[src/hw/rtl/wlpc_pkg.sv]
// Package for the weighted line-point chi-square block: types, widths and codes.
// Used by wlpc_ctrl, wlpc_dp and weighted_line_point_chi2_sum.
`default_nettype none
package wlpc_pkg;

    localparam int unsigned CfgIdxW = 2;
    localparam int unsigned CfgDataW = 31;

    // Partial products per square, one per cycle on 32x32 multipliers.
    localparam int unsigned MUL_PARTS = 4;

    // Configuration register indexes.
    localparam logic [CfgIdxW-1:0] CFG_X0 = 2'd0;
    localparam logic [CfgIdxW-1:0] CFG_AX = 2'd1;
    localparam logic [CfgIdxW-1:0] CFG_Y0 = 2'd2;
    localparam logic [CfgIdxW-1:0] CFG_AY = 2'd3;

    // Controller states, one-hot.
    typedef enum logic [6:0] {
        S_IDLE  = 7'b0000001,
        S_PREP  = 7'b0000010,
        S_LOAD  = 7'b0000100,
        S_MUL   = 7'b0001000,
        S_DIV   = 7'b0010000,
        S_ACC   = 7'b0100000,
        S_OUT   = 7'b1000000
    } t_state;

    // Commands from the controller to the datapath.
    typedef struct packed {
        logic       capture;   // take the input item
        logic       prep;      // form cross product and norm
        logic       load;      // set up the division of one term
        logic       mul;       // add one partial product of the squares
        logic       step;      // one restoring division step
        logic       acc;       // add the finished term
        logic       finish;    // bump count, emit on last
        logic [1:0] term;      // which axis
        logic [1:0] part;      // which partial product
    } t_cmd;

    // Status from the datapath.
    typedef struct packed {
        logic zero_err;
        logic last;
    } t_stat;

endpackage
`default_nettype wire

[src/hw/rtl/wlpc_ctrl.sv]
// Controller of the weighted line-point chi-square block.
// Sequences capture, preparation, three divisions (skipped on a zero error) and output; uses wlpc_pkg.
`default_nettype none
module wlpc_ctrl #(
    parameter int unsigned DIV_STEPS = 144
) (
    input  wire              i_clk,
    input  wire              i_rst_n,
    input  wire              i_in_fire,
    input  wire              i_out_busy,
    input  wlpc_pkg::t_stat  i_stat,
    output logic             o_in_ready,
    output wlpc_pkg::t_cmd   o_cmd
);
    localparam int unsigned CntW = $clog2(DIV_STEPS + 1);

    wlpc_pkg::t_state r_state, n_state;
    logic [CntW-1:0]  r_cnt, n_cnt;
    logic [1:0]       r_term, n_term;

    // Next state and commands.
    always_comb begin
        n_state = r_state;
        n_cnt   = r_cnt;
        n_term  = r_term;
        o_cmd   = '0;
        o_cmd.term = r_term;
        o_cmd.capture = i_in_fire;
        o_in_ready = (r_state == wlpc_pkg::S_IDLE);
        unique case (r_state)
            wlpc_pkg::S_IDLE: begin
                if (i_in_fire) n_state = wlpc_pkg::S_PREP;
            end
            wlpc_pkg::S_PREP: begin
                o_cmd.prep = 1'b1;
                n_term = 2'd0;
                n_state = i_stat.zero_err ? wlpc_pkg::S_OUT : wlpc_pkg::S_LOAD;
            end
            wlpc_pkg::S_LOAD: begin
                o_cmd.load = 1'b1;
                n_cnt = '0;
                n_state = wlpc_pkg::S_MUL;
            end
            wlpc_pkg::S_MUL: begin
                // Build both squares one partial product at a time.
                o_cmd.mul = 1'b1;
                o_cmd.part = r_cnt[1:0];
                if (r_cnt == CntW'(wlpc_pkg::MUL_PARTS - 1)) begin
                    n_cnt = '0;
                    n_state = wlpc_pkg::S_DIV;
                end else begin
                    n_cnt = r_cnt + 1'b1;
                end
            end
            wlpc_pkg::S_DIV: begin
                o_cmd.step = 1'b1;
                n_cnt = r_cnt + 1'b1;
                if (r_cnt == CntW'(DIV_STEPS - 1)) n_state = wlpc_pkg::S_ACC;
            end
            wlpc_pkg::S_ACC: begin
                o_cmd.acc = 1'b1;
                n_term = r_term + 2'd1;
                n_state = (r_term == 2'd2) ? wlpc_pkg::S_OUT : wlpc_pkg::S_LOAD;
            end
            wlpc_pkg::S_OUT: begin
                // On a last point, wait until a previous result has been taken.
                if (!(i_stat.last && i_out_busy)) begin
                    o_cmd.finish = 1'b1;
                    n_state = wlpc_pkg::S_IDLE;
                end
            end
            default: n_state = wlpc_pkg::S_IDLE;
        endcase
    end

    always_ff @(posedge i_clk) begin
        if (!i_rst_n) begin
            r_state <= wlpc_pkg::S_IDLE;
            r_cnt   <= '0;
            r_term  <= '0;
        end else begin
            r_state <= n_state;
            r_cnt   <= n_cnt;
            r_term  <= n_term;
        end
    end
endmodule
`default_nettype wire

[config.mk]
export PLATFORM = sky130hd
export DESIGN_NAME = wlpc_ctrl
export DESIGN_NICKNAME = d
export VERILOG_FILES = /design/src/hw/rtl/wlpc_pkg.sv /design/src/hw/rtl/wlpc_ctrl.sv
export SDC_FILE = /design/constraint.sdc
export NUM_CORES = 1
export LEC_CHECK = 0
export BUFFER_PORTS_ARGS = -buffer_cell sky130_fd_sc_hd__buf_4
export CAP_MARGIN = 20
export CORE_MARGIN = 5
export CORE_UTILIZATION = 40
export DETAILED_ROUTE_END_ITERATION = 16
export GPL_ROUTABILITY_DRIVEN = 0
export GPL_TIMING_DRIVEN = 0
export MAX_ROUTING_LAYER = met4
export PLACE_DENSITY_LB_ADDON = 0.08
export SLEW_MARGIN = 20
export SYNTH_ARGS = -nofsm -noshare
export SYNTH_HDL_FRONTEND = slang
export SYNTH_SLANG_ARGS = --single-unit
[constraint.sdc]
create_clock -name i_clk -period 3.4 [get_ports i_clk]
set_clock_uncertainty 0.2 [all_clocks]
set_input_delay 0 -clock i_clk [delete_from_list [all_inputs] [get_ports i_clk]]
set_output_delay 0 -clock i_clk [all_outputs]
set_load 0.01 [all_outputs]
# Word-level counts from Yosys, hierarchy flattened
# Cells that the tools add are included.
# totals
register_bits	17
wordCells	41
in_bits	6
output_inout_bits	12
# op_classes
mux	18
n_eq_ne	14
reduce_logical	4
addsub	2
# op_table
op	count
case mux 7 bit (7 select lines)	1
2-to-1 mux 7 bit	6
case mux 8 bit (3 select lines)	1
adder 8 x 1 -> 8 bit, second input constant	1
== test 8 x 2 -> 1 bit, second input constant	1
== test 8 bit, second input constant	1
2-to-1 mux 8 bit	1
inequality test 2 bit, second input constant	4
== test 7 x 1 -> 1 bit, second input constant	1
== test 7 x 2 -> 1 bit, second input constant	1
== test 7 x 3 -> 1 bit, second input constant	1
== test 7 x 4 -> 1 bit, second input constant	1
== test 7 x 5 -> 1 bit, second input constant	1
== test 7 x 6 -> 1 bit, second input constant	1
== test 7 bit, second input constant	1
2-to-1 mux 1 bit	7
case mux 2 bit (2 select lines)	1
AND reduction 4 bit	1
nonzero test 3 bit	1
adder 2 x 1 -> 2 bit, second input constant	1
== test 2 bit, second input constant	1
2-to-1 mux 2 bit	1
nonzero test 2 bit	1
logical AND 1 bit	1

# Depth between registers and ports, before layout
# Gate-level depths: netlist (run 1).
# logic_depth
ltp_word	3
mapped_depth	5
ltp_nobuf	5

# Worst setup path before layout (run 1)
# No wires, ideal clock.
# synth_path
path_kind	register to register
from	register r_state[5]
to	register r_state[4]
path_buffers	0
arrival_time_ns	1.365
required_time_ns	3.083
setup_time_ns	0.117
path_slack_ns	1.718
synth_period_minus_slack_ns	1.682
path_stages_with_launch	6
path_cell_list	dfxtp_1 -> nor3_4 -> and4b_4 -> a21boi_4 -> nor2_1 -> a32o_1
# synth_between
elab_chain_cells	3
elab_cells_between_ends	13
classes_between	11 x eq/ne; 1 x mux; 1 x reduce/logical
# synth_rtl
element	line_no	text
start: declaration	wlpc_ctrl.sv:17	wlpc_pkg::t_state r_state, n_state;
start signal: assignment	wlpc_ctrl.sv:78	r_state <= wlpc_pkg::S_IDLE;
start signal: assignment	wlpc_ctrl.sv:82	r_state <= n_state;
== test 7 bit (tied with other cells)	wlpc_ctrl.sv:30	unique case (r_state)
inequality test 2 bit (no line)	--	
AND reduction 4 bit (no line)	--	
# Parallel ways exist; a longest one is shown, timed or not.
# A chain may end at the register's enable or synchronous reset.

# Worst setup path in the final report (run 1)
# layout_path
from	register r_state[0]
to	register r_state[6]
# The elaborated chain is that of the path after synthesis.

==> impl_metrics.py, run 1 <==
metrics = {
    "outcome": {
        "outcome": "finished, final reports clean",
    },
    "synth": {
        "yosys_warnings": 0,
        "synthAdderAreaFrac_pct": 2.63,
        "synth_top_family_by_area": "simple AND/OR/NAND/NOR gates",
        "synth_xor_area_share_pct": 5.52,
        "synth_compound_area_share_pct": 19.2,
        "ys_top_cells_by_count": "dfxtp_1 (17), nor2_1 (11), nand3_1 (9)",
        "synth_nets": 112,
        "synth.avg_cell_area_um2": 9.16,
        "synthArstFlopShare_pct": 0,
        "syn-instance-count": 104,
        "synth_area_leaders": "dfxtp_1 (36%), nand3_1 (4.7%), nor2_1 (4.3%)",
        "seq_area_frac_synth_pct": 35.7,
        "synth_edf_count": 0,
        "yosysTopAreaCell": "dfxtp_1",
        "synth-seq-cells": 17,
        "ys.flop_type": "dfxtp_1",
        "synth_top_area_share_pct": 35.7,
        "synth.mux.area_fraction_pct": 0,
        "synth-simple-area-share_pct": 33.8,
        "synthDistinctLibCells": 41,
        "synthesis.area_um2": 952,
        "yosysMostFrequentCell": "dfxtp_1",
    },
    "timing": {
        "drv_slew": 0,
        "period_minus_slack_ns": 1.99,
        "tightest_slew_ns": 0.392,
        "rsz0062_at_grt": "no",
        "finalSetupViolCount": 0,
        "finalSetupTns_ns": 0,
        "period_share_pct": 58.5,
        "setup_slack_ns": 1.41,
        "whs_ns": 0.0371,
        "max_slew_margin_pct": 73.8,
        "hold_viol": 0,
        "fmax_mhz": 503,
    },
    "run": {
        "drv_cap": 0,
    },
    "clock_tree": {
        "cts_setup_buffers": 0,
        "cts_resized": 0,
        "clkLatencyLatePin_ns": 0.29,
        "cts-root-buf": "clkbuf_4",
        "numCtsBuffers": 3,
        "clock-sinks": 17,
        "htreeDepth": 1,
        "cts_tree": "yes",
        "cts.path.max_buffers": 2,
        "clkTransAtPathRegs_ns": 0.10,
        "hold_buffers": 5,
    },
    "global_routing": {
        "grtUsageMet2_pct": 23.5,
        "grt_pass1_wl_um": 3570,
        "grt_busiest_layer": "met2",
        "grtUsageMet3_pct": 2.19,
        "met1_usage_pct": 14.7,
        "grt_max_degree": 10,
        "grt_usage_pct": 13.5,
        "overflow": 0,
        "antenna_found_initial": 0,
        "grt_pass1_vias": 862,
    },
    "pwr": {
        "peakVddDrop_v": 0.000255,
        "p_leak_uw": 0.000474,
        "p_per_area_mw_per_mm2": 368,
    },
    "critical_path": {
        "cp_slowest_cell": "dlygate4sd3_1",
        "cp_cell_sequence": "nor3_4, and2_1, nand4_1, dlygate4sd3_1, a21boi_0",
        "max_stage_delay_ns": 0.57,
        "end_kind": "register",
        "crit_fanout": 6,
        "arrival_ns": 2.00,
        "crit_required_ns": 3.41,
        "start_kind": "register",
        "worst-setup-path-type": "register to register",
    },
    "detailed_routing": {
        "avgRoutedWirePerCell_um": 12.7,
        "dr.pass1.iters": 4,
        "final_antenna_net_count": 0,
        "remaining_drc_errors": 0,
        "dr_total_vias": 836,
        "drt_iter0_markers": 10,
        "routed_via_density": 5.29,
        "drt_wl_total_um": 2010,
    },
    "worst_hold_path": {
        "hold_path_class": "primary input to register",
    },
    "floorplan": {
        "die_w_um": 58.8,
        "dieArea_mm2": 0.00346,
        "io_pins": 18,
        "num_rows": 17,
        "die_h_um": 58.8,
        "core_mm2": 0.00223,
        "start_util_pct": 42.6,
    },
    "layout": {
        "layout.nets": 139,
        "area_delta_synth_final_pct": 25.1,
        "drive_gt1_share_pct": 26.2,
        "post-route-util_pct": 53.3,
        "diodes": 0,
        "fin_area_mm2": 0.00119,
    },
    "place": {
        "place_area_mm2": 0.00111,
        "post-dp-hpwl_um": 1490,
        "pre_cts_ws_ns": 1.51,
        "io_buffers": 17,
    },
}
## critical path: cells and delay by family (launching register included)
family,cells,cell delay [ns]
and+or+nand+nor,3,0.56
AOI/OAI and AO/OA,1,0.18
DFF,1,0.39
buffers and inverters,1,0.57
## sequential cells by signal (all words and copies together), names as in the netlist
name / cells
r_term: 2
r_cnt: 8
r_state: 7
## report_power, final
group	switching [µW]	internal, µW
clock network	63.2	45.6
registers	18.9	209
logic	48.9	52.5
total	131	307
## metrics by stage
step,power (µW),std cells
finish,438,158
global route,467,158
CTS,445,158
detailed placement,331,149
global placement,329,149
floorplan,297,104
## layer usage
layer / up-vias / part of all wire [%]
li1: 429 / -
met2: 9 / 50
met5: - / 0
met1: 396 / 45
met3: 2 / 3.6
met4: 0 / 0.60
## final cells by class
cell class | instances | area (µm²)
Tap cell | 28 | 35.0
Timing Repair Buffer | 22 | 178
Sequential cell | 17 | 340
Clock buffer | 4 | 26.3
Fill cell | 230 | 1040
Buffer | 2 | 11.3
Inverter | 5 | 18.8
Multi-Input combinational cell | 80 | 582
## cells in the final DEF (no fill, tap or decap), types with 3 or more instances in the layout
cell / instances
dfxtp_1: 17
nor2_1: 11
inv_1: 5
nand3_1: 9
clkbuf_4: 3
dlygate4sd3_1: 5
nor2b_1: 3
xnor2_1: 4
and2_1: 5
o21ai_0: 5
nand4_1: 4
nand2_1: 4
buf_4: 18
## cell families after synthesis
logic type                 Yosys count
adders and majority gates            2
DFF                                 17
xor gates and xnor gates             6
buffers and inverters                7
and+or+nand+nor                     49
AOI/OAI and AO/OA                   23
## worst paths after layout
| check | start | endpoint | cells after the start | slack, ns |
|---|---|---|---|---|
| worst max register to register | r_state[0] | r_state[6] | 5 | 1.41 |
| worst min register to register | r_cnt[1] | r_cnt[1] | 2 | 0.31 |
| worst min-delay path | i_stat[0] | r_state[0] | 5 | 0.04 |
| worst max-delay path | r_state[0] | r_state[6] | 5 | 1.41 |
No activity file was read; power rests on OpenSTA's default activity.
==> run 2: changes to the inputs <==
- ABC_AREA: default -> 1
- clock period: 3.4 -> 1.9 ns (I/O delays scaled with it)
==> run 2 against run 1 <==
Total power up 140%. Synthesized cell count up 72%. Core utilization down 3.8 points. Register-to-register slack worse by 1.2 ns. Critical path type is now register to primary output. Critical endpoint is now o_cmd[1]. Largest cell class unchanged.
==> impl_metrics.py, run 2 <==
metrics = {
    "worst_hold_path": {
        "hold_start": "i_out_busy",
        "hold_path_class": "primary input to register",
    },
    "timing": {
        "rsz0062_at_grt": "no",
        "period_minus_slack_ns": 1.74,
        "whs_ns": 0.0240,
        "finalSetupViolCount": 0,
        "drv_slew": 0,
        "period_share_pct": 91.7,
        "finalSetupTns_ns": 0,
        "hold_viol": 0,
        "fmax_mhz": 574,
        "max_slew_margin_pct": 65.0,
        "setup_slack_ns": 0.158,
        "tightest_slew_ns": 0.526,
    },
    "pwr": {
        "p_sw_share_pct": 39.5,
        "peakVddDrop_v": 0.000572,
        "clockPowerShare_pct": 19.3,
        "intPower_uw": 626,
        "p_leak_uw": 0.000699,
        "p_per_area_mw_per_mm2": 764,
        "seq_power_share_pct": 41.4,
        "comb_power_share_pct": 39.3,
        "switching_power_uw": 409,
    },
    "synth": {
        "syn-instance-count": 179,
        "synth_edf_count": 0,
        "synth_top_area_share_pct": 30.2,
        "yosys_warnings": 0,
        "ys_top_cells_by_count": "nand2_1 (43), inv_1 (31), nor2_1 (24)",
        "yosysTopAreaCell": "dfxtp_1",
        "ys.flop_type": "dfxtp_1",
        "synth-seq-cells": 17,
        "synth.avg_cell_area_um2": 6.29,
        "synth_area_leaders": "dfxtp_1 (30%), nand2_1 (14%), inv_1 (10%)",
        "seq_area_frac_synth_pct": 30.2,
        "synthDistinctLibCells": 25,
        "yosysMostFrequentCell": "nand2_1",
        "synthArstFlopShare_pct": 0,
        "synthesis.area_mm2": 0.00113,
        "synth_nets": 187,
    },
    "global_routing": {
        "grt_usage_pct": 14.2,
        "grt_max_degree": 11,
        "antenna_found_initial": 0,
        "grtUsageMet2_pct": 20.4,
        "grt_pass1_vias": 1017,
        "grtUsageMet3_pct": 1.78,
        "grt_pass1_wl_um": 4530,
        "overflow": 0,
        "met1_usage_pct": 20.5,
        "grt_busiest_layer": "met1",
    },
    "layout": {
        "final_common_cell": "nand2_1",
        "drive_gt1_share_pct": 20.7,
        "reg.largest.list": "r_cnt (8), r_state (7), r_term (2)",
        "regArea_um2": 343,
        "multi_input_area_um2": 636,
        "post-route-util_pct": 49.6,
        "layout.nets": 212,
        "fin_area_mm2": 0.00136,
        "largest_reg_flops": 8,
        "n_fill_cell": 269,
        "top_register": "r_cnt",
        "diodes": 0,
        "area_delta_synth_final_pct": 20.3,
        "layout_common_cells": "nand2_1 (43), inv_1 (31), nor2_1 (24)",
    },
    "run": {
        "drv_cap": 0,
    },
    "detailed_routing": {
        "final_antenna_net_count": 0,
        "avgRoutedWirePerCell_um": 11.0,
        "drt_iter0_markers": 51,
        "routed_via_density": 4.79,
        "dr_total_vias": 1122,
        "remaining_drc_errors": 0,
        "drt_wl_total_um": 2580,
        "dr.pass1.iters": 4,
    },
    "outcome": {
        "outcome": "finished, final reports clean",
    },
    "critical_path": {
        "arrival_ns": 1.54,
        "crit_fanout": 10,
        "r2r_slack_ns": 0.17,
        "worst-setup-path-type": "register to primary output",
        "critPathLaunch": "r_state[0]",
        "rr_startpoint": "r_cnt[1]",
        "start_kind": "register",
        "end_kind": "primary output",
        "crit_required_ns": 1.70,
    },
    "clock_tree": {
        "cts-root-buf": "clkbuf_4",
        "numCtsBuffers": 3,
        "htreeDepth": 1,
        "clkLatencyLatePin_ns": 0.29,
        "clock-sinks": 17,
        "cts.path.max_buffers": 2,
        "cts_tree": "yes",
        "clkTransAtPathRegs_ns": 0.10,
    },
    "floorplan": {
        "start_util_pct": 41.2,
        "dieArea_mm2": 0.00398,
        "core_mm2": 0.00273,
        "die_w_um": 63.1,
        "io_pins": 18,
        "die_h_um": 63.1,
        "num_rows": 19,
    },
    "place": {
        "post-dp-hpwl_um": 2000,
        "place_area_mm2": 0.00129,
        "io_buffers": 17,
        "pre_cts_ws_ns": 0.0949,
    },
}
[run 2: cell count changes in the layout (fill, tap and decap cells not counted), sizes merged, moves of 4 or more]
cell   before  now
a21oi       3   11
inv         5   34
xnor2       4    0
nand3      10   19
nor2       11   31
nand2       4   48
and2        5    0
[run 2: worst paths after layout]
check / end / depth (start not counted)
worst max-delay path: o_cmd[1] / 7
worst min-delay path: r_state[6] / 7
worst max register to register: r_state[4] / 10
worst min register to register: r_cnt[1] / 2
[run 2: cells by family after synthesis]
kind of cell             share of synthesized area (%)
AND/OR/NAND/NOR                                   43.3
buffers and inverters                             13.6
AO/OA/AOI/OAI                                     9.89
flip-flops                                        30.2
adder cells (fa/ha/maj)                           2.22
XOR/XNOR                                         0.778
[run 2: stage by stage]
step           power [µW]  std cells
3_5_place_dp          840        227
6_report             1030        234
3_3_place_gp          839        227
5_1_grt              1120        234
2_1_floorplan         733        179
4_1_cts              1050        234
[run 2: power by group through the flow]
stage / registers [µW] / clock network [µW] / logic (µW)
4_1_cts: 428 / 209 / 412
5_1_grt: 433 / 227 / 456
3_5_place_dp: 436 / 0 / 404
6_report: 429 / 200 / 407
3_3_place_gp: 435 / 0 / 404
2_1_floorplan: 431 / 0 / 302
[run 2: cell type report]
class	count	area share, %
clock buffers	3	1.66
multi-input cells	125	46.9
repair buffers	20	11.6
inverters	34	9.60
plain buffers	3	1.66
clock inverters	1	0.369
flip-flops and latches	17	25.3
well taps	31	2.86
[run 2: worst max-delay path, stage by stage, from the launching register on]
cell     delay (ns)
dfxtp_1        0.36
nor2_4         0.15
nand2_1        0.10
nor2_2         0.12
buf_6          0.18
inv_1          0.10
nor2_1         0.11
buf_4          0.13
[run 2: routing by layer]
metal / routed length [µm] / vias up
met5: 0 / -
met4: 31 / 0
met3: 127 / 4
met2: 1140 / 29
met1: 1280 / 486
li1: - / 603
[run 2: what timing repair did]
action                     4_1_cts  5_1_grt
gates resized for setup          0        3
hold buffers                     3        0
setup endpoints to repair        0        6
buffers inserted                 0        0
hold endpoints to repair         8        0
==> run 3: changes to the inputs <==
- CORE_UTILIZATION: 40 -> 55
==> run 3 against run 2 <==
Worst hold slack worse by 0.010 ns. Sequential share of layout area decreased by 0.23 points. Total power grew 2.0%. Sequential power barely moved.
==> impl_metrics.py, run 3 (synthesized netlist as in run 2, its figures left out) <==
metrics = {
    "timing": {
        "fmax_mhz": 575,
        "period_minus_slack_ns": 1.74,
        "hold_viol": 0,
        "period_share_pct": 91.6,
        "finalSetupTns_ns": 0,
        "rsz0062_at_grt": "no",
        "max_slew_margin_pct": 70.5,
        "drv_slew": 0,
        "tightest_slew_ns": 0.442,
        "setup_slack_ns": 0.159,
        "finalSetupViolCount": 0,
    },
    "layout": {
        "diodes": 0,
        "n_fill_cell": 205,
        "final_common_cell": "nand2_1",
        "layout_common_cells": "nand2_1 (43), inv_1 (31), nor2_1 (24)",
        "largest_reg_flops": 8,
        "drive_gt1_share_pct": 19.7,
        "post-route-util_pct": 69.5,
        "area_delta_synth_final_pct": 21.0,
        "top_register": "r_cnt",
        "multi_input_area_um2": 651,
        "regArea_um2": 342,
        "layout.nets": 212,
        "reg.largest.list": "r_cnt (8), r_state (7), r_term (2)",
    },
    "clock_tree": {
        "cts.path.max_buffers": 2,
        "clkTransAtPathRegs_ns": 0.10,
        "clkLatencyLatePin_ns": 0.30,
        "cts_setup_buffers": 0,
        "clock-sinks": 17,
        "htreeDepth": 1,
        "numCtsBuffers": 3,
        "cts-root-buf": "clkbuf_4",
        "cts_tree": "yes",
    },
    "critical_path": {
        "r2r_end": "r_state[4]",
        "worst-setup-path-type": "register to primary output",
        "rr_startpoint": "r_cnt[1]",
        "start_kind": "register",
        "r2r_slack_ns": 0.18,
        "critPathLaunch": "r_state[0]",
        "critical_path_buf_inv_count": 3,
        "crit_fanout": 10,
        "end_kind": "primary output",
        "cp_cell_sequence": "nor2_4, nand2_1, nor2_2, buf_6, inv_1, nor2_1, buf_4",
        "crit_required_ns": 1.70,
        "cp_slowest_cell": "dfxtp_1",
        "crit_family": "simple AND/OR/NAND/NOR gates",
        "r2r_cells": 10,
        "arrival_ns": 1.54,
        "max_stage_delay_ns": 0.36,
    },
    "detailed_routing": {
        "drt_iter0_markers": 48,
        "dr_total_vias": 1150,
        "met1Wirelength_um": 1180,
        "routed_via_density": 5.00,
        "met2WireLength_um": 1210,
        "remaining_drc_errors": 0,
        "wl_met3_um": 145,
        "dr.pass1.iters": 4,
        "final_antenna_net_count": 0,
        "avgRoutedWirePerCell_um": 11.2,
        "top_layer_used": "met4",
        "drt_wl_total_um": 2580,
    },
    "worst_hold_path": {
        "whs_endpoint": "r_state[6]",
        "hold_path_class": "primary input to register",
        "hold_start": "i_out_busy",
        "min_path_cells": 7,
    },
    "global_routing": {
        "grt_pass1_wl_um": 4530,
        "grt_max_degree": 11,
        "overflow": 0,
        "antenna_found_initial": 0,
        "grt_pass1_vias": 1065,
        "grt_usage_pct": 18.1,
    },
    "floorplan": {
        "io_pins": 18,
        "die_w_um": 55.3,
        "core_mm2": 0.00196,
        "start_util_pct": 57.4,
        "die_h_um": 55.3,
        "dieArea_mm2": 0.00305,
        "num_rows": 16,
    },
    "pwr": {
        "p_leak_uw": 0.000698,
        "p_per_area_mw_per_mm2": 775,
        "peakVddDrop_v": 0.000601,
        "power_uw": 1060,
    },
    "place": {
        "post-dp-hpwl_um": 1920,
        "io_buffers": 17,
        "pre_cts_ws_ns": 0.0565,
    },
    "outcome": {
        "outcome": "finished, final reports clean",
    },
    "run": {
        "drv_cap": 0,
    },
}
## run 3: cell count changes in the layout (fill, tap and decap cells not counted), sizes merged
cell,previous run,this run
clkinv,1,0
clkbuf,4,5
## run 3: where the power goes
part / leakage (µW) / internal (µW) / switching (µW) / total, µW
logic: 0.000545 / 163 / 261 / 424
registers: 0.000138 / 391 / 39.2 / 430
clock network: 0.0000150 / 81.8 / 120 / 201
total: 0.000698 / 636 / 420 / 1060
## run 3: how the worst max path moves through the flow
stage | depth (start not counted) | to | slack (ns)
2_1_floorplan | 10 | r_state[4] | 0.31
3_3_place_gp | 10 | r_state[4] | 0.12
3_5_place_dp | 10 | r_state[4] | 0.06
4_1_cts | 10 | r_state[4] | 0.03
5_1_grt | 10 | r_state[4] | 0.02
6_report | 7 | o_cmd[0] | 0.16
## run 3: timing repair
item                       in CTS  in global routing
hold buffers                    3                  0
setup endpoints to repair       0                  4
hold endpoints to repair        8                  0
resized for setup               0                  4
## run 3: final cells by class
class / instances / area share (%)
multi-input cells: 125 / 47.8
flip-flops and latches: 17 / 25.1
repair buffers: 20 / 11.6
inverters: 34 / 9.55
well taps: 27 / 2.48
clock buffers: 4 / 1.93
plain buffers: 3 / 1.65
## run 3: through the flow
stage / hold slack [ns] / std cells / cell area [µm²]
2_1_floorplan: -0.116 / 179 / 1130
3_3_place_gp: 0.0439 / 223 / 1290
3_5_place_dp: 0.0406 / 223 / 1290
4_1_cts: 0.00394 / 230 / 1340
5_1_grt: 0.0388 / 230 / 1360
6_report: 0.0139 / 230 / 1360
## run 3: metal layers
| metal | up-vias | track usage, % |
|---|---|---|
| met5 | - | - |
| met4 | 0 | 4.17 |
| met3 | 7 | 2.10 |
| met2 | 34 | 30.6 |
| met1 | 504 | 23.0 |
| li1 | 605 | - |
## run 3: tightest hold or removal path, stage by stage
cell and delay, ns:
buf_4 0.10, nand2_1 0.04, inv_1 0.05, nand3_1 0.11, nand3_1 0.08, nand2_1 0.05
inv_1 0.03
